File: src/bie_ram.sv
// Generic single-write, single-read RAM with registered read data.
`timescale 1ns / 1ps
module bie_ram #(
  parameter int WIDTH = 32,
  parameter int DEPTH = 64
) (
  input  logic                     clk,
  input  logic                     we,
  input  logic [$clog2(DEPTH)-1:0] waddr,
  input  logic [WIDTH-1:0]         wdata,
  input  logic [$clog2(DEPTH)-1:0] raddr,
  output logic [WIDTH-1:0]         rdata
);

  logic [WIDTH-1:0] mem [DEPTH];
  logic [WIDTH-1:0] rdata_r;

  always_ff @(posedge clk) begin
    if (we) begin
      mem[waddr] <= wdata;
    end
    rdata_r <= mem[raddr];
  end

  assign rdata = rdata_r;

endmodule

File: config.mk
export PLATFORM = sky130hd
export DESIGN_NAME = bie_ram
export DESIGN_NICKNAME = d
export VERILOG_FILES = /design/src/bie_ram.sv
export SDC_FILE = /design/constraint.sdc
export NUM_CORES = 2
export LEC_CHECK = 0
export BUFFER_PORTS_ARGS = -buffer_cell sky130_fd_sc_hd__buf_2
export CAP_MARGIN = 5
export CORE_MARGIN = 5
export CORE_UTILIZATION = 60
export CTS_BUF_LIST = sky130_fd_sc_hd__clkbuf_8 sky130_fd_sc_hd__clkbuf_16
export CTS_CLUSTER_DIAMETER = 120
export DETAILED_ROUTE_END_ITERATION = 6
export PLACE_DENSITY = 0.76
export SKIP_LAST_GASP = 1
export SYNTH_ARGS = -nofsm -noshare
export SYNTH_HDL_FRONTEND = slang
export SYNTH_SLANG_ARGS = --single-unit
export TNS_END_PERCENT = 1
File: constraint.sdc
create_clock -name clk -period 5.07 [get_ports clk]
set_input_delay 0.507 -clock clk [delete_from_list [all_inputs] [get_ports clk]]
set_output_delay 0.507 -clock clk [all_outputs]
set_load 0.02 [all_outputs]
==> out/metrics.csv <==
metric,value,unit
status,finished clean,
place_ws,1044,ps
critPathLaunch,raddr[0],
synthArstFlopShare,0,%
mappedNetlistArea,0.07852,mm2
synth_nets,3370,
ir_worst_vdd,0.0004096,V
hold_viol,0,
ys_warn_count,0,
final-seq-area,0.06214,mm2
initial_utilization,60.48,%
synth_edf_count,2048,
relSlewSlack,5.042,%
area_growth,12.28,%
numCtsBuffers,195,
worst-path-max-fanout,47,
cts.htree.levels,4,
syn-instance-count,3324,
wl_met2,102100,um
cts_setup_buffers,0,
r2r_end,rdata[26],
required,5700,ps
insertion_delay,830,ps
fin_ws,1781,ps
cts_resized,0,
grt_util_all_layers,30.85,%
synth_top_flop_cell,edfxtp_1,
synth_cell_types,34,
worst_slew_pin_slew,1424,ps
worstHoldStart,wdata[25],
hold_path_class,input port to flip-flop,
period_share,64.87,%
rrSetupSlack,2550,ps
fin_skew,21.85,ps
nFillCells,7584,
ys_seq_area_share,79.14,%
met3_length,25980,um
hpwl,112600,um
p_leak,27.68,nW
wl_per_cell,38.17,um
worstPathArrival,3920,ps
timing.fmax,304.0,MHz
min_period,3289,ps
drt_iter0_markers,6642,
port_buffers,77,
grt_max_degree,92,
grt_pass1_wl,294100,um
cts_hold_buf,0,
max-cap-violations,0,
top_layer,met5,
worstRegToRegCells,4,
drt-met1-wl,68980,um
min_path_cells,1,
ys_seq_elements,2080,
cts_tree,yes,
grt_remaining_overflow,0,
die_area,0.1382,mm2
worstHoldEndpoint,mem[8][25],
tns,0,ps
syn_area_per_cell,23.62,um2
setup_violations,0,
clk_path_buf_depth,3,
drc,0,
drive_above_1_share,29.62,%
multiInputGateArea,0.01597,mm2
antenna_found_initial,17,
grt_setup_unrepaired,false,
die_w,371.7,um
root_buffer,clkbuf_16,
die_y,371.7,um
drv_slew,0,
path_clk_slew,60,ps
startpoint_type,input port,
rows,132,
drtAntennaViolNets,0,
via_per_inst,7.084,
crit_path_end_kind,flip-flop,
grt_pass1_vias,38980,
p_per_area,401.0,mW/mm2
core_region_area,0.1298,mm2
r2r-start,mem[63][26],
vias,38660,
final_nets,3585,
ioPinCount,78,
dr.pass1.iters,6,
finalWirelength,208300,um
cts.sink_count,2080,
critPathKind,input port to flip-flop,
gp_congestion,0.8189,
## power breakdown
part	switching (mW)	internal (mW)	leakage, nW	total, mW
Sequential	0.0979	19.0	18.7	19.1
Clock	6.37	8.01	3.30	14.4
Combinational	1.19	0.631	5.68	1.82
## through the flow
stage	hold WS (ps)	instance area, um2	power (mW)	cells	utilization, %
after global placement	719.8	81800	21.22	5083	63.01
after detailed placement	731.2	81800	21.28	5083	63.01
after floorplan	605.9	78520	20.41	3324	-
after CTS	253.8	88110	35.43	5444	67.87
final	116.1	88160	35.35	5457	67.91
after global routing	118.5	88130	36.29	5446	67.89
## sequential cells by signal (all words and copies together), names as in the netlist
signal and flops:
rdata 32, mem 2048
## routing by layer
| metal | vias to the layer above | track usage (%) |
|---|---|---|
| li1 | 14710 | - |
| met1 | 20230 | 41.56 |
| met2 | 3177 | 49.08 |
| met3 | 533 | 6.957 |
| met4 | 4 | 14.42 |
| met5 | - | 0 |
## critical path, stage by stage
cell     delay, ps
buf_8          510
buf_12         410
buf_4          420
mux4_2         550
mux4_2         530
o22ai_1        600
nor2_1         280
## cells in the mapped netlist (2+ instances only)
library cell	number	area share (%)
a311oi_1	8	0.089
buf_4	25	0.24
mux4_2	544	16
a41o_1	4	0.051
buf_1	21	0.10
nor2_1	137	0.65
and3_1	4	0.032
clkbuf_1	74	0.35
mux2i_1	93	1.2
nor2b_1	15	0.12
nand2_1	26	0.12
nand2b_1	8	0.064
nor3_1	7	0.045
and2_1	2	0.016
nand3_1	5	0.032
nand3b_1	5	0.048
nand4_1	2	0.016
edfxtp_1	2048	78
or3b_2	3	0.033
buf_6	5	0.072
o22ai_1	84	0.67
buf_2	57	0.36
o221ai_1	27	0.30
a22oi_1	12	0.11
dfxtp_1	32	0.82
or3b_1	2	0.022
a21oi_1	62	0.40
o32ai_1	4	0.045
or3_1	3	0.024
## worst max path at each step
stage                            end  cells after the start  slack, ps
after detailed placement    rdata[0]                      7       1040
after CTS                   rdata[0]                      7       1900
after global placement      rdata[0]                      7       1090
after global routing        rdata[0]                      7       1710
after floorplan           mem[48][0]                      4       1400
final                       rdata[0]                      7       1780
## cell usage in the layout, fill, tap and decap left out, types with 5 or more instances in the layout
cell	n
a21oi_1	62
a22oi_1	12
a311oi_1	8
buf_12	15
buf_2	73
buf_4	109
bufinv_16	15
clkbuf_16	196
clkbuf_8	13
clkinv_1	29
clkinv_2	38
clkinv_8	6
dfxtp_1	32
diode_2	12
edfxtp_1	2048
inv_1	50
mux2i_1	93
mux4_2	544
nand2_1	25
nand2b_1	8
nand3_1	5
nand3b_1	5
nor2_1	74
nor2_4	62
nor2b_1	14
nor3_1	5
o221ai_1	27
o22ai_1	84
## area by class of cell
type	instances	area share, %
diodes	12	0.03406
clock buffers	209	5.767
clock inverters	152	1.385
multi-input cells	1062	18.12
flip-flops and latches	2080	70.49
well taps	1742	2.472
repair buffers	200	1.734
## logic make-up after synthesis
logic type / Yosys count / share of synthesized area [%]
flip-flops: 2080 / 79.14
AO/OA/AOI/OAI: 202 / 1.673
multiplexers: 637 / 16.79
buffers and inverters: 182 / 1.128
AND/OR/NAND/NOR: 223 / 1.265
Power figures use the tool's default switching activity.
