File: src/bie_pkg.sv
// Shared constants, types and sequencer states for the bar indicator engine.
`timescale 1ns / 1ps
package bie_pkg;

  localparam int VOLUME_WINDOW = 25;
  localparam int CLOSE_WINDOW  = 50;
  localparam int HIGH_WINDOW   = 20;
  localparam int RANGE_WINDOW  = 14;

  localparam int PRICE_W = 32;
  localparam int VOL_W   = 48;
  localparam int TIME_W  = 32;
  localparam int CNT_W   = 32;

  localparam int CSUM_W = PRICE_W + $clog2(CLOSE_WINDOW);
  localparam int VSUM_W = VOL_W + $clog2(VOLUME_WINDOW);
  localparam int RSUM_W = PRICE_W + $clog2(RANGE_WINDOW);

  localparam int MAX_A  = (VSUM_W > CSUM_W) ? VSUM_W : CSUM_W;
  localparam int MAX_B  = (MAX_A > RSUM_W) ? MAX_A : RSUM_W;
  localparam int MAX_C  = (MAX_B > PRICE_W + 16) ? MAX_B : PRICE_W + 16;
  localparam int DIV_W  = MAX_C + 1;
  localparam int DCNT_W = $clog2(DIV_W + 1);

  localparam int CLOSE_AW = $clog2(CLOSE_WINDOW);
  localparam int HCNT_W   = $clog2(HIGH_WINDOW + 1);

  localparam int ONE_Q16 = 65536;
  localparam int ROC_MAX = 32'h7FFF_FFFF;

  typedef logic [PRICE_W-1:0]  price_t;
  typedef logic [VOL_W-1:0]    vol_t;
  typedef logic [CNT_W-1:0]    cnt_t;
  typedef logic [CSUM_W-1:0]   csum_t;
  typedef logic [VSUM_W-1:0]   vsum_t;
  typedef logic [RSUM_W-1:0]   rsum_t;
  typedef logic [DIV_W-1:0]    div_t;
  typedef logic [DCNT_W-1:0]   dcnt_t;
  typedef logic [CLOSE_AW-1:0] caddr_t;
  typedef logic [HCNT_W-1:0]   hcnt_t;

  typedef enum logic [2:0] {
    S_IDLE,
    S_RD_OLD,
    S_TR,
    S_PUSH,
    S_GO,
    S_WAIT,
    S_DONE
  } state_t;

  // handshake between sequencer and the serial units
  typedef struct packed {
    logic start;
    logic push;
  } unit_ctl_t;

endpackage

File: src/bie_sdiv.sv
// Bit-serial restoring divider, one quotient bit per cycle.
`timescale 1ns / 1ps
module bie_sdiv (
  input  logic                  clk,
  input  logic                  rst_n,
  input  logic                  start,
  input  bie_pkg::div_t         dividend,
  input  bie_pkg::price_t       divisor,
  output logic                  busy,
  output bie_pkg::div_t         quotient
);

  logic [bie_pkg::PRICE_W:0] rem_r, rem_nxt;
  bie_pkg::div_t             qd_r, qd_nxt;
  bie_pkg::dcnt_t            cnt_r, cnt_nxt;
  logic                      busy_r, busy_nxt;
  logic [bie_pkg::PRICE_W:0] trial;
  logic                      ge;

  always_comb begin
    trial   = {rem_r[bie_pkg::PRICE_W-1:0], qd_r[bie_pkg::DIV_W-1]};
    ge      = trial >= {1'b0, divisor};
    rem_nxt = rem_r;
    qd_nxt  = qd_r;
    cnt_nxt = cnt_r;
    busy_nxt = busy_r;
    if (start) begin
      rem_nxt  = '0;
      qd_nxt   = dividend;
      cnt_nxt  = bie_pkg::dcnt_t'(bie_pkg::DIV_W);
      busy_nxt = 1'b1;
    end else if (busy_r) begin
      rem_nxt = ge ? (trial - {1'b0, divisor}) : trial;
      qd_nxt  = {qd_r[bie_pkg::DIV_W-2:0], ge};
      cnt_nxt = cnt_r - 1'b1;
      if (cnt_r == bie_pkg::dcnt_t'(1)) begin
        busy_nxt = 1'b0;
      end
    end
  end

  always_ff @(posedge clk) begin
    if (!rst_n) begin
      busy_r <= 1'b0;
      cnt_r  <= '0;
    end else begin
      busy_r <= busy_nxt;
      cnt_r  <= cnt_nxt;
    end
    rem_r <= rem_nxt;
    qd_r  <= qd_nxt;
  end

  assign busy     = busy_r;
  assign quotient = qd_r;

endmodule

File: config.mk
export PLATFORM = sky130hd
export DESIGN_NAME = bie_sdiv
export DESIGN_NICKNAME = d
export VERILOG_FILES = /design/src/bie_pkg.sv /design/src/bie_sdiv.sv
export SDC_FILE = /design/constraint.sdc
export NUM_CORES = 1
export LEC_CHECK = 0
export ABC_AREA = 0
export BUFFER_PORTS_ARGS = -buffer_cell sky130_fd_sc_hd__buf_2
export CAP_MARGIN = 10
export CORE_MARGIN = 2
export CORE_UTILIZATION = 60
export CTS_BUF_LIST = sky130_fd_sc_hd__clkbuf_8
export CTS_CLUSTER_DIAMETER = 120
export DETAILED_ROUTE_END_ITERATION = 8
export PLACE_DENSITY = 0.84
export SLEW_MARGIN = 20
export SYNTH_ARGS = -nofsm -noshare
export SYNTH_HDL_FRONTEND = slang
export SYNTH_SLANG_ARGS = --single-unit
File: constraint.sdc
create_clock -name clk -period 3.85 [get_ports clk]
set_input_delay 0.1925 -clock clk [delete_from_list [all_inputs] [get_ports clk]]
set_output_delay 0.1925 -clock clk [all_outputs]
set_load 0.01 [all_outputs]
==> impl_results.md <==
* Peak supply drop at 0.239 mV
* Class of the worst hold path: in2reg
* Compound-Gate Fraction of Synth Area at 15.8%
* Post-DP HPWL at 10000 microns
* Worst Setup Start Kind: flip-flop
* Setup slack on the worst flop-to-flop path at 0.55 ns
* Hold violation count in the final report at 0
* Fraction of post-synthesis cell area in the top cell type by area at 27.2%
* Post-layout nets at 861
* Outcome: finished, final reports clean
* Cell leakage power at 0.00300 uW
* Wire length of the first global-routing pass at 22800 microns
* Max cap viols at 0
* Clock sinks at 93
* Routed length per instance at 15.4 microns
* Master cell of the clock root buffer: clkbuf_8
* Type of element capturing the critical path: flip-flop
* Floorplan row count at 36
* Dominant cells by area after synthesis: edfxtp_1 (27%), dfxtp_1 (13%), mux2_2 (11%)
* Mux cell area share after synthesis at 14.3%
* Clock tree buffer depth at 2
* Number of global-route vias before repair at 4962
* Total number of H-tree levels at 3
* Slew Viols, Final at 0
* Fraction of final layout cells sized beyond drive strength 1 at 31.3%
* Number of hold buffers added after cts at 0
* Post-Synth Simple-Gate Area at 12.3%
* Post-synth design cell area at 5970 sq um
* Residual overflow from global routing at 0
* Adder and majority cell fraction of the synthesized area at 7.46%
* Number of buffers added by the clock tree synthesis step at 9
* Source-to-sink clock delay at the later pin of the worst-skew pair at 0.37 ns
* Final routed DRC violation total at 0
* Crit share post-route at 85.8%
* Number of nets with antenna violations after detailed routing at 0
* Placeable core region at 9730 sq um
* Data arrival, critical path at 3.55 ns
* Portion of total power attributed to sequential cells at 47.4%
* Cell Pwr Density at 374 nW/um^2
* Post-CTS setup buffer count at 0
* Multi-input combinational cell area at 3240 sq um
* Fillers at 752
* Synth Instances at 608
* Portion of the post-synthesis area used by sequential elements at 40.3%
* Worst Tran Pin Value at 0.904 ns
* Switching part of the total at 32.6%
* Post-layout min period at 3.30 ns
* Critical path type: reg2reg
* Flip-flop and latch count after synthesis at 93
* Worst Clk Skew at 0.0157 ns
* Starting density of the core at 61.3%
* Number of distinct library cells after synthesis at 65
* XOR/XNOR share of the synthesized area at 4.26%
* Footprint of the flip-flops and latches at 2400 sq um
* DIE AREA at 10800 sq um
* Largest net degree at the start of global routing at 73
* Commonest cells in the netlist: mux2_2 (57), nor2_1 (57), edfxtp_1 (54)
* Via density per instance at 5.68
* Setup repair after global routing missed its margin: false
* Post-synthesis average cell area at 9.81 sq um
* Height of the die at 104 microns
* CTS clock-pin slew for the worst setup and hold paths at 0.09 ns
* Count of pins on the block boundary at 144
* Setup_tns at 0 ns
* CTS tree: yes
* Antenna fix cells at 0
* DR pass1 iterations at 4
* Placer's final routability congestion estimate at 0.906
* Internal power at 1740 uW
* Number of warnings printed during yosys synthesis at 0
* Post-cts resize count at 0
* Critical path data required time at 4.10 ns
* Fraction of power consumed by combinational cells at 29.2%
* Max FO, Critical Path at 31
* Horizontal die dimension at 104 microns
* Worst rel slew slack at 39.7%
* Layout-stage area growth over the synthesis result at 15.9%
* Achievable Freq at 303 MHz
* Async S/R FF share, synth at 0%
* Total Wirelength at 13500 microns
* Combinational family with the most area after synthesis: compound AO/OA/AOI/OAI gates
* Count of input and output buffers at 143
* Routed vias at 4968
* Number of enable-type register cells in the synthesized netlist at 54
* Share of total power in the clock network at 23.3%
* Net switching component of the power at 842 uW
* Library cell with the largest summed area after synthesis: edfxtp_1
* Global router's overall resource usage at 25.6%
* Post-synth net total at 732
* Utilization after layout at 71.1%
* Total setup violations reported at the end of the flow at 0
* Main synth FF type: edfxtp_1
* Initial antenna violation count at 0
* Initial DRC count at 201
power by group through the flow:
stage | clock, uW | sequential (uW) | combinational (uW)
final | 603 | 1230 | 755
after global routing | 656 | 1240 | 839
after CTS | 619 | 1230 | 754
after detailed placement | 0 | 1250 | 750
after global placement | 0 | 1240 | 728
after floorplan | 0 | 1270 | 525
cells in the final DEF (no fill, tap or decap), drive strengths merged, types with 4 or more instances in the layout:
cell,count
buf,147
mux2,60
nor2,57
edfxtp,54
inv,53
nand2,43
dfxtp,39
a21oi,36
ha,34
o21ai,31
a211oi,22
xnor2,21
mux2i,18
nand3,12
nor3,10
nand2b,9
o21a,9
clkbuf,9
xor2,8
a31oi,6
a311oi,5
and3,4
a21o,4
cell type report:
class	instances	share of cell area [%]
clock inverters	7	0.742
clock buffers	9	1.79
repair buffers	147	10.8
flip-flops and latches	93	34.8
well taps	133	2.41
inverters	50	2.71
multi-input cells	436	46.8
metal layers:
metal  GRT usage [%]  wire length, microns  vias up
li1                -                     -     2449
met1            31.0                  5720     2343
met2            44.5                  6710      154
met3            6.10                   847       22
met4            8.98                   230        0
met5               0                     0        -
cells by family (layout without fill, tap and decap cells):
group                      Yosys count  count (layout)
and+or+nand+nor                    157             157
AOI/OAI and AO/OA                  137             137
DFF                                 93              93
buffers and inverters               79             213
muxes                               78              78
adders and majority gates           35              35
xor gates and xnor gates            29              29
metrics by stage:
step                instances  instance area, sq um  total power, uW  setup WS, ns  hold WS (ns)
finish                    875                  6920             2580         0.546         0.106
global placement          859                  6740             1970         0.688         0.481
CTS                       875                  6920             2600         0.541        0.0900
floorplan                 608                  5970             1790          1.15         0.310
detailed placement        859                  6740             2000         0.568         0.483
global route              875                  6920             2730         0.325        0.0901
critical path, cell delays in order, from the launching register on:
cell and delay, ns:
dfxtp_1 0.34, ha_1 0.42, a21oi_1 0.15, o2bb2ai_1 0.16, nor3_1 0.27, o211a_1 0.22, a21oi_4 0.08, o21ai_4 0.71
buf_4 0.40, nor3_1 0.08, or3_1 0.36
state kept, by name (all words and copies together), names as in the netlist:
name and cells:
rem_r 32, quotient 54, cnt_r 6, busy 1
path summary, 6_finish.rpt:
check | start | end | depth (start not counted)
max | rem_r[13] | rem_r[16] | 10
min | rst_n | cnt_r[2] | 2
max reg2reg | rem_r[13] | rem_r[16] | 10
min reg2reg | rem_r[17] | rem_r[17] | 2
Note: power is estimated with default switching activity, not from simulation.
