$ cat src/bie_pkg.sv
// Shared constants, types and sequencer states for the bar indicator engine.
`timescale 1ns / 1ps
package bie_pkg;

  localparam int VOLUME_WINDOW = 25;
  localparam int CLOSE_WINDOW  = 50;
  localparam int HIGH_WINDOW   = 20;
  localparam int RANGE_WINDOW  = 14;

  localparam int PRICE_W = 32;
  localparam int VOL_W   = 48;
  localparam int TIME_W  = 32;
  localparam int CNT_W   = 32;

  localparam int CSUM_W = PRICE_W + $clog2(CLOSE_WINDOW);
  localparam int VSUM_W = VOL_W + $clog2(VOLUME_WINDOW);
  localparam int RSUM_W = PRICE_W + $clog2(RANGE_WINDOW);

  localparam int MAX_A  = (VSUM_W > CSUM_W) ? VSUM_W : CSUM_W;
  localparam int MAX_B  = (MAX_A > RSUM_W) ? MAX_A : RSUM_W;
  localparam int MAX_C  = (MAX_B > PRICE_W + 16) ? MAX_B : PRICE_W + 16;
  localparam int DIV_W  = MAX_C + 1;
  localparam int DCNT_W = $clog2(DIV_W + 1);

  localparam int CLOSE_AW = $clog2(CLOSE_WINDOW);
  localparam int HCNT_W   = $clog2(HIGH_WINDOW + 1);

  localparam int ONE_Q16 = 65536;
  localparam int ROC_MAX = 32'h7FFF_FFFF;

  typedef logic [PRICE_W-1:0]  price_t;
  typedef logic [VOL_W-1:0]    vol_t;
  typedef logic [CNT_W-1:0]    cnt_t;
  typedef logic [CSUM_W-1:0]   csum_t;
  typedef logic [VSUM_W-1:0]   vsum_t;
  typedef logic [RSUM_W-1:0]   rsum_t;
  typedef logic [DIV_W-1:0]    div_t;
  typedef logic [DCNT_W-1:0]   dcnt_t;
  typedef logic [CLOSE_AW-1:0] caddr_t;
  typedef logic [HCNT_W-1:0]   hcnt_t;

  typedef enum logic [2:0] {
    S_IDLE,
    S_RD_OLD,
    S_TR,
    S_PUSH,
    S_GO,
    S_WAIT,
    S_DONE
  } state_t;

  // handshake between sequencer and the serial units
  typedef struct packed {
    logic start;
    logic push;
  } unit_ctl_t;

endpackage

$ cat src/bie_hwin.sv
// High-price window: shift line that rotates once per bar to find its maximum.
`timescale 1ns / 1ps
module bie_hwin (
  input  logic               clk,
  input  logic               rst_n,
  input  bie_pkg::unit_ctl_t ctl,
  input  bie_pkg::price_t    push_val,
  output logic               busy,
  output bie_pkg::price_t    max_val
);

  bie_pkg::price_t line_r [bie_pkg::HIGH_WINDOW];
  bie_pkg::price_t max_r, max_nxt;
  bie_pkg::hcnt_t  cnt_r, cnt_nxt;

  always_comb begin
    max_nxt = max_r;
    cnt_nxt = cnt_r;
    if (ctl.start) begin
      max_nxt = '0;
      cnt_nxt = bie_pkg::hcnt_t'(bie_pkg::HIGH_WINDOW);
    end else if (cnt_r != '0) begin
      if (line_r[bie_pkg::HIGH_WINDOW-1] > max_r) begin
        max_nxt = line_r[bie_pkg::HIGH_WINDOW-1];
      end
      cnt_nxt = cnt_r - 1'b1;
    end
  end

  always_ff @(posedge clk) begin
    if (!rst_n) begin
      cnt_r <= '0;
    end else begin
      cnt_r <= cnt_nxt;
    end
    max_r <= max_nxt;
    // push shifts in a new high; a scan rotates the line back home
    if (ctl.push) begin
      line_r[0] <= push_val;
    end else if (cnt_r != '0 && !ctl.start) begin
      line_r[0] <= line_r[bie_pkg::HIGH_WINDOW-1];
    end
    for (int k = 1; k < bie_pkg::HIGH_WINDOW; k++) begin
      if (ctl.push || (cnt_r != '0 && !ctl.start)) begin
        line_r[k] <= line_r[k-1];
      end
    end
  end

  assign busy    = cnt_r != '0;
  assign max_val = max_r;

endmodule

$ cat config.mk
export PLATFORM = sky130hd
export DESIGN_NAME = bie_hwin
export DESIGN_NICKNAME = d
export VERILOG_FILES = /design/src/bie_pkg.sv /design/src/bie_hwin.sv
export SDC_FILE = /design/constraint.sdc
export NUM_CORES = 1
export LEC_CHECK = 0
export ABC_CLOCK_PERIOD_IN_PS = 9700
export BUFFER_PORTS_ARGS = -buffer_cell sky130_fd_sc_hd__buf_2
export CAP_MARGIN = 20
export CORE_MARGIN = 1
export CORE_UTILIZATION = 40
export DETAILED_ROUTE_END_ITERATION = 8
export PLACE_DENSITY = 0.54
export SLEW_MARGIN = 20
export SYNTH_ARGS = -nofsm -noshare
export SYNTH_HDL_FRONTEND = slang
export SYNTH_SLANG_ARGS = --single-unit
export TNS_END_PERCENT = 1
$ cat constraint.sdc
create_clock -name clk -period 9.7 [get_ports clk]
set_clock_uncertainty 0.1 [all_clocks]
set_input_delay 0.97 -clock clk [delete_from_list [all_inputs] [get_ports clk]]
set_output_delay 0.97 -clock clk [all_outputs]
set_load 0.1 [all_outputs]
==> impl_metrics.py, run 1 <==
metrics = {
    "finish": {
        "final_util": 0.472,
        "final_area_um2": 25600,
        "synthToLayoutAreaGrowth_pct": 15.5,
        "nFillCells": 4495,
        "finalNonFillerCells": 1837,
        "diodes": 0,
        "nets": 1163,
        "drive_gt1_frac": 0.184,
    },
    "die": {
        "die_y_um": 237,
        "ioPinCount": 69,
        "fp.dieArea_um2": 56400,
        "core-area_um2": 54200,
        "num_rows": 85,
        "die_w_um": 237,
        "start_util": 0.409,
    },
    "critical_path": {
        "critPathSlowestCell": "buf_4",
        "cp_common_cell": "buf_4",
        "crit_fanout": 79,
        "path_class": "input pin to register",
        "worst_setup_path_end_kind": "register",
        "critPathRequiredTime_ps": 9790,
        "start_kind": "input pin",
        "crit_family": "buffers and inverters",
        "r2r_cells": 7,
        "critPathMaxStageDelay_ps": 830,
        "cp_num_buf_inv": 4,
        "critPathLaunch": "ctl[1]",
        "crit_arrival_ps": 3940,
        "path_cells": "buf_2 > buf_4 > nor2_1 > or2_4 > buf_4 > buf_4",
        "reg2reg_to": "line_r[4][79]",
        "cp_num_cells": 6,
        "crit_end": "line_r[4][79]",
        "r2r-start": "cnt_r[0]",
        "rrSetupSlack_ps": 5920,
    },
    "timing": {
        "rsz0062_at_grt": "false",
        "fin_setup_tns_ps": 0,
        "hold_slack_ps": 307,
        "setup_slack_ps": 5850,
        "finalCriticalPeriod_ps": 3850,
        "slew_headroom": 0.345,
        "slew_violations": 0,
        "setup_violations": 0,
        "min_period_over_period": 0.397,
        "max_freq_mhz": 260,
        "tightest_slew_ps": 983,
        "final_hold_viol_count": 0,
    },
    "cts": {
        "cts_max_level": 3,
        "cts_num_sinks": 677,
        "cts_setup_buffers": 0,
        "cts_hold_buffers": 0,
        "clock_latency_ps": 580,
        "cts_buffers": 69,
        "post_cts_resized": 0,
        "ctsRootBufferMaster": "clkbuf_16",
        "clockBufferDepth": 3,
        "clkTransAtPathRegs_ps": 60,
        "cts_tree": "built",
    },
    "global_routing": {
        "grt_pass1_wl_um": 50600,
        "grt_pass1_vias": 8417,
        "grt_max_degree": 222,
        "grt-ovfl-total": 0,
        "antenna_found_initial": 1,
        "track_usage": 0.119,
    },
    "synth": {
        "ys.flop_type": "edfxtp_1",
        "synthCells": 957,
        "ys_seq_elements": 677,
        "synth_area_leaders": "edfxtp_1 87%, dfxtp_1 3.3%, ha_1 1.9%, nand2b_1 1.8%, mux2_2 1.6%",
        "synth_mux_area_frac": 0.0307,
        "synth_fa_ha_area_frac": 0.0192,
        "syn_avg_cell_area_um2": 23.2,
        "synth_top_cell_area_share": 0.867,
        "synthSimpleGateAreaFrac": 0.0293,
        "ys_async_sr_fraction": 0,
        "synth_xor_area_frac": 0.000790,
        "syn-cell-area_um2": 22200,
        "yosysSeqAreaShare": 0.900,
        "synth_compound_area_frac": 0.00999,
        "synth_top_family_by_area": "multiplexers",
        "yosys_warnings": 0,
        "yosysTopAreaCell": "edfxtp_1",
        "synth_nets": 1027,
        "synth_edf_count": 640,
        "ys_types": 41,
    },
    "power": {
        "p_leak_nw": 9.12,
        "vdd.ir_drop.worst_mv": 0.115,
        "power.density_nw_per_um2": 285,
        "fin_total_pwr_mw": 7.30,
    },
    "route": {
        "drt-pass1-iter-count": 5,
        "dr.first_iter.drc_count": 709,
        "viasPerCell": 4.63,
        "routed_wl_um": 32400,
        "wl_per_cell_um": 17.6,
        "vias": 8514,
        "drcViolationCount": 0,
        "ant_nets": 0,
    },
    "min_path": {
        "hold_class": "register to register",
        "worstHoldPathCells": 0,
    },
    "placed_design": {
        "dpl_cell_area_um2": 23400,
        "port_buffers": 68,
        "place_ws_ps": 5160,
        "place_congestion": 0.712,
        "dp_hpwl_um": 17500,
        "place_inst": 1717,
    },
    "status": {
        "status": "finished clean",
    },
    "flow_run": {
        "drv_cap": 0,
    },
}
[cells in the final DEF, fill, tap and decap left out, types with 2 or more instances in the layout]
cell	instances
a21o_1	2
a21oi_1	12
a221o_1	2
buf_2	68
buf_4	8
bufinv_16	6
clkbuf_1	10
clkbuf_16	73
clkinv_1	19
clkinv_2	8
dfxtp_1	37
edfxtp_1	640
ha_1	34
inv_1	36
mux2_2	32
mux2i_1	32
nand2_1	8
nand2b_1	64
nand3_1	3
nand4_1	5
nor2_1	5
nor2b_1	3
nor3_1	2
nor3b_1	3
o21ai_1	2
[worst register-to-register path, stage by stage, from the launching register on]
cell	delay, ps
dfxtp_1	330
inv_1	80
ha_1	230
nor4b_4	170
nor2_1	130
or2_4	770
buf_4	690
buf_4	870
[kinds of logic after synthesis]
family,Yosys count
muxes,64
xor gates and xnor gates,2
buffers and inverters,49
AOI/OAI and AO/OA,29
and+or+nand+nor,102
DFF,677
adders and majority gates,34
[synth_stat cells (all sizes together) (2+ instances only)]
master  number
a21o         2
a21oi       13
a221o        2
buf          3
clkbuf      10
dfxtp       37
edfxtp     640
ha          34
inv         36
mux2        32
mux2i       32
nand2        8
nand2b      64
nand3        3
nand4        6
nor2         5
nor2b        3
nor3         3
nor3b        3
nor4         3
o21ai        3
o31a         2
[layer usage]
layer  share of wire  track usage  vias up
met2            0.42        0.160      144
met4           0.024       0.0422        0
li1                -            -     3984
met5               0            0        -
met1            0.50        0.181     4323
met3           0.054       0.0384       63
[cell type report]
cell class	instances	area (µm²)	share of cell area
repair buffers	78	448	0.0175
well taps	696	871	0.0340
inverters	36	135	0.00528
multi-input cells	231	2000	0.0782
flip-flops and latches	677	20000	0.779
clock inverters	35	317	0.0124
clock buffers	84	1880	0.0733
[flip-flops by register name (all words and copies together), names as in the netlist]
| name | cells |
|---|---|
| max_val | 32 |
| line_r | 640 |
| cnt_r | 5 |
[worst min path at each step]
stage / start / to / slack (ps)
after detailed placement: line_r[0][15] / line_r[0][47] / 300
after floorplan: line_r[0][68] / line_r[0][100] / 300
after global routing: line_r[2][51] / line_r[2][83] / 320
after CTS: line_r[0][33] / line_r[0][65] / 310
after global placement: line_r[3][102] / line_r[4][6] / 300
final: line_r[0][33] / line_r[0][65] / 310
[report_power, final]
| part | internal [mW] | leakage, nW | switching [mW] |
|---|---|---|---|
| clock | 1.53 | 1.08 | 1.04 |
| combinational | 0.176 | 1.29 | 0.560 |
| sequential | 3.82 | 6.75 | 0.176 |
| total | 5.53 | 9.12 | 1.77 |
Power figures use the tool's default switching activity.
==> run 2, diff against run 1 <==
--- a/config.mk
+++ b/config.mk
@@ -5,13 +5,14 @@
 export SDC_FILE = /design/constraint.sdc
 export NUM_CORES = 1
 export LEC_CHECK = 0
-export ABC_CLOCK_PERIOD_IN_PS = 9700
+export ABC_AREA = 1
+export ABC_CLOCK_PERIOD_IN_PS = 3590
 export BUFFER_PORTS_ARGS = -buffer_cell sky130_fd_sc_hd__buf_2
 export CAP_MARGIN = 20
 export CORE_MARGIN = 1
 export CORE_UTILIZATION = 40
 export DETAILED_ROUTE_END_ITERATION = 8
-export PLACE_DENSITY = 0.54
+export PLACE_DENSITY = 0.52
 export SLEW_MARGIN = 20
 export SYNTH_ARGS = -nofsm -noshare
 export SYNTH_HDL_FRONTEND = slang
==> constraint.sdc (replaced) <==
create_clock -name clk -period 3.59 [get_ports clk]
set_clock_uncertainty 0.1 [all_clocks]
set_input_delay 0.359 -clock clk [delete_from_list [all_inputs] [get_ports clk]]
set_output_delay 0.359 -clock clk [all_outputs]
set_load 0.1 [all_outputs]
==> run 2 against run 1 <==
Final cell count increased by 12%. Count of clock-buffer cells in the layout increased by 14. Clock power increased to 2.8 times the previous value. Sequential cell count unchanged. Final area increased by 2.2%. Utilization increased by 0.30 points. Sequential power increased to 2.7 times the previous value. Total power increased to 2.9 times the previous value. Register-to-register slack got worse by 4800 ps. Synthesized cell count increased by 14%. Critical path type is now register to register.
==> impl_metrics.py, run 2 <==
metrics = {
    "status": {
        "status": "finished clean",
    },
    "finish": {
        "drive_gt1_frac": 0.191,
        "nFillCells": 4630,
        "layout_commonest_cell": "edfxtp_1",
        "nets": 1315,
        "final_area_um2": 26200,
        "diodes": 0,
        "synthToLayoutAreaGrowth_pct": 17.3,
        "largest-register": "line_r",
        "layout_common_cells": "640 x edfxtp_1, 99 x nand2_1, 75 x clkbuf_16, 72 x inv_1, 68 x buf_2",
        "finalNonFillerCells": 2051,
        "largest_register_ffs": 640,
    },
    "cts": {
        "clockBufferDepth": 3,
        "cts_buffers": 71,
        "cts_num_sinks": 677,
        "cts_tree": "built",
        "ctsRootBufferMaster": "clkbuf_16",
        "clkTransAtPathRegs_ps": 60,
        "cts_setup_buffers": 0,
        "clock_latency_ps": 590,
        "cts_max_level": 3,
    },
    "timing": {
        "setup_slack_ps": 1100,
        "rsz0062_at_grt": "false",
        "finalCriticalPeriod_ps": 2490,
        "final_hold_viol_count": 0,
        "slew_headroom": 0.528,
        "fin_setup_tns_ps": 0,
        "max_freq_mhz": 402,
        "setup_violations": 0,
        "slew_violations": 0,
        "tightest_slew_ps": 708,
        "min_period_over_period": 0.692,
    },
    "global_routing": {
        "grt_pass1_wl_um": 53400,
        "met2_usage": 0.172,
        "busiest_layer": "met1",
        "grt_pass1_vias": 9241,
        "globalRouteMet3Util": 0.0319,
        "use_met1": 0.185,
        "grt_max_degree": 126,
        "antenna_found_initial": 0,
        "grt-ovfl-total": 0,
        "track_usage": 0.124,
    },
    "critical_path": {
        "critPathRequiredTime_ps": 3790,
        "path_class": "register to register",
        "worst_setup_path_end_kind": "register",
        "r2r-start": "cnt_r[0]",
        "crit_fanout": 27,
        "start_kind": "register",
        "crit_arrival_ps": 2690,
        "critPathLaunch": "cnt_r[0]",
        "rrSetupSlack_ps": 1100,
    },
    "synth": {
        "ys_types": 29,
        "yosysSeqAreaShare": 0.894,
        "synth_most_common_cell": "edfxtp_1",
        "yosysTopAreaCell": "edfxtp_1",
        "synth_edf_count": 640,
        "ys_async_sr_fraction": 0,
        "synth_area_leaders": "edfxtp_1 86%, dfxtp_1 3.3%, ha_1 1.9%, nand2_1 1.7%, inv_1 1.2%",
        "ys.flop_type": "edfxtp_1",
        "syn_avg_cell_area_um2": 20.4,
        "syn-cell-area_um2": 22300,
        "yosys_warnings": 0,
        "synthCells": 1094,
        "synth_common_cells": "640 x edfxtp_1, 99 x nand2_1, 74 x inv_1",
        "synth_nets": 1164,
        "ys_seq_elements": 677,
        "synth_top_cell_area_share": 0.861,
    },
    "power": {
        "seqPwrFrac": 0.512,
        "combPwrFrac": 0.140,
        "swShare": 0.269,
        "fin_total_pwr_mw": 21.0,
        "p_leak_nw": 9.55,
        "power.share.clock": 0.348,
        "vdd.ir_drop.worst_mv": 0.342,
        "power.switching_mw": 5.64,
        "power.density_nw_per_um2": 803,
        "internal_power_mw": 15.4,
    },
    "min_path": {
        "hp-start": "push_val[30]",
        "hold_class": "input pin to register",
    },
    "die": {
        "ioPinCount": 69,
        "start_util": 0.405,
        "core-area_um2": 55100,
        "num_rows": 86,
        "fp.dieArea_um2": 56800,
        "die_y_um": 238,
        "die_w_um": 238,
    },
    "placed_design": {
        "place_congestion": 0.742,
        "dp_hpwl_um": 18700,
        "place_inst": 1907,
        "dpl_cell_area_um2": 23700,
        "place_ws_ps": 1040,
        "port_buffers": 68,
    },
    "route": {
        "wl_per_cell_um": 16.4,
        "vias": 9304,
        "ant_nets": 0,
        "viasPerCell": 4.54,
        "routed_wl_um": 33700,
        "drcViolationCount": 0,
        "drt-pass1-iter-count": 5,
        "dr.first_iter.drc_count": 714,
    },
    "flow_run": {
        "drv_cap": 0,
    },
}
run 2: through the flow:
stage          utilization  hold WS [ps]
2_1_floorplan            -           300
3_3_place_gp         0.430           301
3_5_place_dp         0.430           305
4_1_cts              0.475          6.89
5_1_grt              0.475          12.7
6_report             0.475          30.1
run 2: kinds of logic (layout without fill, tap and decap cells):
logic type,count (synthesis),after routing,synth area share
compound gates,89,89,0.0237
xor+xnor,1,1,0.000392
fa+ha+maj,34,34,0.0191
buf+inv,97,306,0.0208
flops,677,677,0.894
simple gates,196,196,0.0420
run 2: final cells by class:
type | instances | area [µm²] | area share
clock inverter | 33 | 348 | 0.0133
tap | 748 | 936 | 0.0358
clock buffer | 98 | 2010 | 0.0769
timing repair buffer | 99 | 693 | 0.0265
multi-input combinational | 320 | 1940 | 0.0740
sequential | 677 | 20000 | 0.763
inverter | 76 | 288 | 0.0110
run 2: timing repair:
item                       CTS  global route
setup endpoints to repair    0             0
hold buffers                13             0
resized for setup            0             0
hold endpoints to repair    17             0
run 2: final timing paths:
kind / cells after the start / endpoint
setup reg to reg: 6 / line_r[0][15]
hold reg to reg: 0 / line_r[1][0]
hold / removal: 3 / line_r[0][30]
setup / recovery: 6 / line_r[0][15]
run 2: critical path, cell delays in order (launching register included):
cell and delay [ps]:
dfxtp_2 340, inv_2 60, ha_4 160, nand3_4 120, nand3_2 480, buf_4 420
o21ai_0 510
run 2: power by group through the flow:
stage / logic, mW / registers (mW) / clock network, mW
floorplan: 1.39 / 12.0 / 0
global placement: 2.94 / 10.9 / 0
detailed placement: 2.98 / 10.9 / 0
CTS: 3.00 / 10.8 / 7.59
global route: 3.21 / 10.9 / 7.89
finish: 2.94 / 10.8 / 7.31
run 2: per-layer routing:
metal  part of all wire  up-vias
li1                   -     4400
met1               0.49     4712
met2               0.44      144
met3              0.047       48
met4              0.023        0
met5                  0        -
==> run 3, diff against run 2 <==
--- a/config.mk
+++ b/config.mk
@@ -6,7 +6,7 @@
 export NUM_CORES = 1
 export LEC_CHECK = 0
 export ABC_AREA = 1
-export ABC_CLOCK_PERIOD_IN_PS = 3590
+export ABC_CLOCK_PERIOD_IN_PS = 2300
 export BUFFER_PORTS_ARGS = -buffer_cell sky130_fd_sc_hd__buf_2
 export CAP_MARGIN = 20
 export CORE_MARGIN = 1
==> constraint.sdc (replaced) <==
create_clock -name clk -period 2.3 [get_ports clk]
set_clock_uncertainty 0.1 [all_clocks]
set_input_delay 0.23 -clock clk [delete_from_list [all_inputs] [get_ports clk]]
set_output_delay 0.23 -clock clk [all_outputs]
set_load 0.1 [all_outputs]
==> run 3 against run 2 <==
Critical path type unchanged. Worst setup slack lost 980 ps. Critical path depth grew 4. Worst hold slack gained 20 ps. Highest routed layer unchanged. First-iteration DRC count shrank 14%. Die area is the same. Register-to-register slack lost 980 ps. Clock power grew 48%. Non-clock buffer count grew 52. Largest cell class unchanged. Sequential power grew 56%. Combinational power grew 82%.
==> impl_metrics.py, run 3 (same netlist as run 2, synthesis figures left out) <==
metrics = {
    "status": {
        "status": "finished clean",
    },
    "finish": {
        "synthToLayoutAreaGrowth_pct": 19.8,
        "layout_common_cells": "640 x edfxtp_1, 96 x nand2_1, 74 x clkbuf_16, 72 x inv_1, 68 x buf_2",
        "nets": 1366,
        "ff_latch_area_um2": 20000,
        "layout_commonest_cell": "edfxtp_1",
        "nFillCells": 4588,
        "drive_gt1_frac": 0.224,
        "finalNonFillerCells": 2097,
        "diodes": 0,
        "largest_register_ffs": 640,
        "largest-register": "line_r",
        "multi_input_comb_area_um2": 1990,
    },
    "cts": {
        "clkTransAtPathRegs_ps": 60,
        "clockBufferDepth": 3,
        "clock_latency_ps": 590,
        "cts_max_level": 3,
        "ctsRootBufferMaster": "clkbuf_16",
        "cts_tree": "built",
        "cts_num_sinks": 677,
        "cts_buffers": 70,
    },
    "critical_path": {
        "rrSetupSlack_ps": 120,
        "critPathRequiredTime_ps": 2690,
        "cp_common_cell": "a21oi_1",
        "r2r_cells": 10,
        "start_kind": "register",
        "reg2reg_to": "max_val[14]",
        "cp_num_buf_inv": 1,
        "critPathMaxStageDelay_ps": 440,
        "crit_arrival_ps": 2570,
        "worst_setup_path_end_kind": "register",
        "crit_fanout": 13,
        "path_cells": "ha_1 > a21oi_1 > o21ai_0 > nand2_1 > nand3_1 > nor2_4 > nand2_8 > clkbuf_16 > a21oi_1 > nor2_2",
        "crit_family": "simple AND/OR/NAND/NOR gates",
        "path_class": "register to register",
        "r2r-start": "line_r[4][123]",
        "critPathSlowestCell": "edfxtp_1",
    },
    "placed_design": {
        "place_ws_ps": -147,
        "port_buffers": 68,
        "place_inst": 1940,
        "place_congestion": 0.717,
        "dp_hpwl_um": 19100,
    },
    "timing": {
        "setup_slack_ps": 124,
        "max_freq_mhz": 459,
        "slew_violations": 0,
        "hold_slack_ps": 50.6,
        "setup_violations": 0,
        "final_hold_viol_count": 0,
        "min_period_over_period": 0.946,
        "fin_setup_tns_ps": 0,
        "finalCriticalPeriod_ps": 2180,
        "slew_headroom": 0.621,
        "rsz0062_at_grt": "true",
        "tightest_slew_ps": 572,
    },
    "global_routing": {
        "grt-ovfl-total": 0,
        "antenna_found_initial": 0,
        "use_met1": 0.185,
        "grt_max_degree": 65,
        "globalRouteMet3Util": 0.0323,
        "busiest_layer": "met1",
        "grt_pass1_wl_um": 52800,
        "met2_usage": 0.168,
        "grt_pass1_vias": 9112,
        "track_usage": 0.123,
    },
    "route": {
        "viasPerCell": 4.51,
        "drt-pass1-iter-count": 5,
        "drcViolationCount": 0,
        "wl_per_cell_um": 16.4,
        "ant_nets": 0,
        "routed_wl_um": 34300,
        "dr.first_iter.drc_count": 612,
        "vias": 9457,
    },
    "die": {
        "ioPinCount": 69,
        "core-area_um2": 55100,
        "die_w_um": 238,
        "fp.dieArea_um2": 56800,
        "die_y_um": 238,
        "num_rows": 86,
        "start_util": 0.405,
    },
    "min_path": {
        "hp-start": "push_val[13]",
        "holdPathEnd": "line_r[0][13]",
        "worstHoldPathCells": 3,
        "hold_class": "input pin to register",
    },
    "power": {
        "vdd.ir_drop.worst_mv": 0.557,
        "power.density_nw_per_um2": 1230,
        "p_leak_nw": 9.84,
    },
    "flow_run": {
        "drv_cap": 0,
    },
}
run 3: worst max-delay path by stage:
stage	startpoint	endpoint	slack (ps)	cells past startpoint
4_1_cts	max_val[31]	max_val[17]	1	12
6_report	line_r[4][123]	max_val[14]	120	10
3_5_place_dp	max_val[14]	max_val[17]	-150	10
5_1_grt	line_r[4][123]	max_val[3]	-30	12
2_1_floorplan	cnt_r[0]	line_r[0][0]	-9540	5
3_3_place_gp	max_val[13]	max_val[15]	-110	10
run 3: metal layers:
metal  vias to the layer above  wire (µm)
li1                       4487          -
met1                      4764      17200
met2                       150      14700
met3                        56       1600
met4                         0        805
met5                         -          0
run 3: worst reg2reg max path, delay by kind of cell, from the launching register on:
family / cells / cell delay [ps]
fa+ha+maj: 1 / 310
buf+inv: 1 / 210
flops: 1 / 440
simple gates: 5 / 630
compound gates: 3 / 410
run 3: power by group:
part	internal, mW	switching [mW]
Clock	6.35	4.48
Combinational	1.51	3.82
Sequential	16.1	0.724
run 3: final cells by class:
cell class                 instances  area share
sequential                       677       0.747
multi-input combinational        320      0.0742
timing repair buffer             151      0.0503
clock inverter                    40      0.0134
tap                              748      0.0350
clock buffer                      85      0.0696
inverter                          76      0.0108
run 3: repair_timing:
item,CTS,global route
pin swaps,0,5
setup endpoints to repair,32,32
endpoints found under the hold margin,32,0
resized for setup,3,19
gates cloned,0,2
setup buffers,0,2
hold buffers,28,0
run 3: through the flow:
step	area [µm²]	util	total power, mW
floorplan	22400	-	20.9
global route	26700	0.485	34.5
finish	26700	0.485	33.0
global placement	24100	0.438	22.0
CTS	26600	0.483	33.2
detailed placement	24100	0.438	22.1
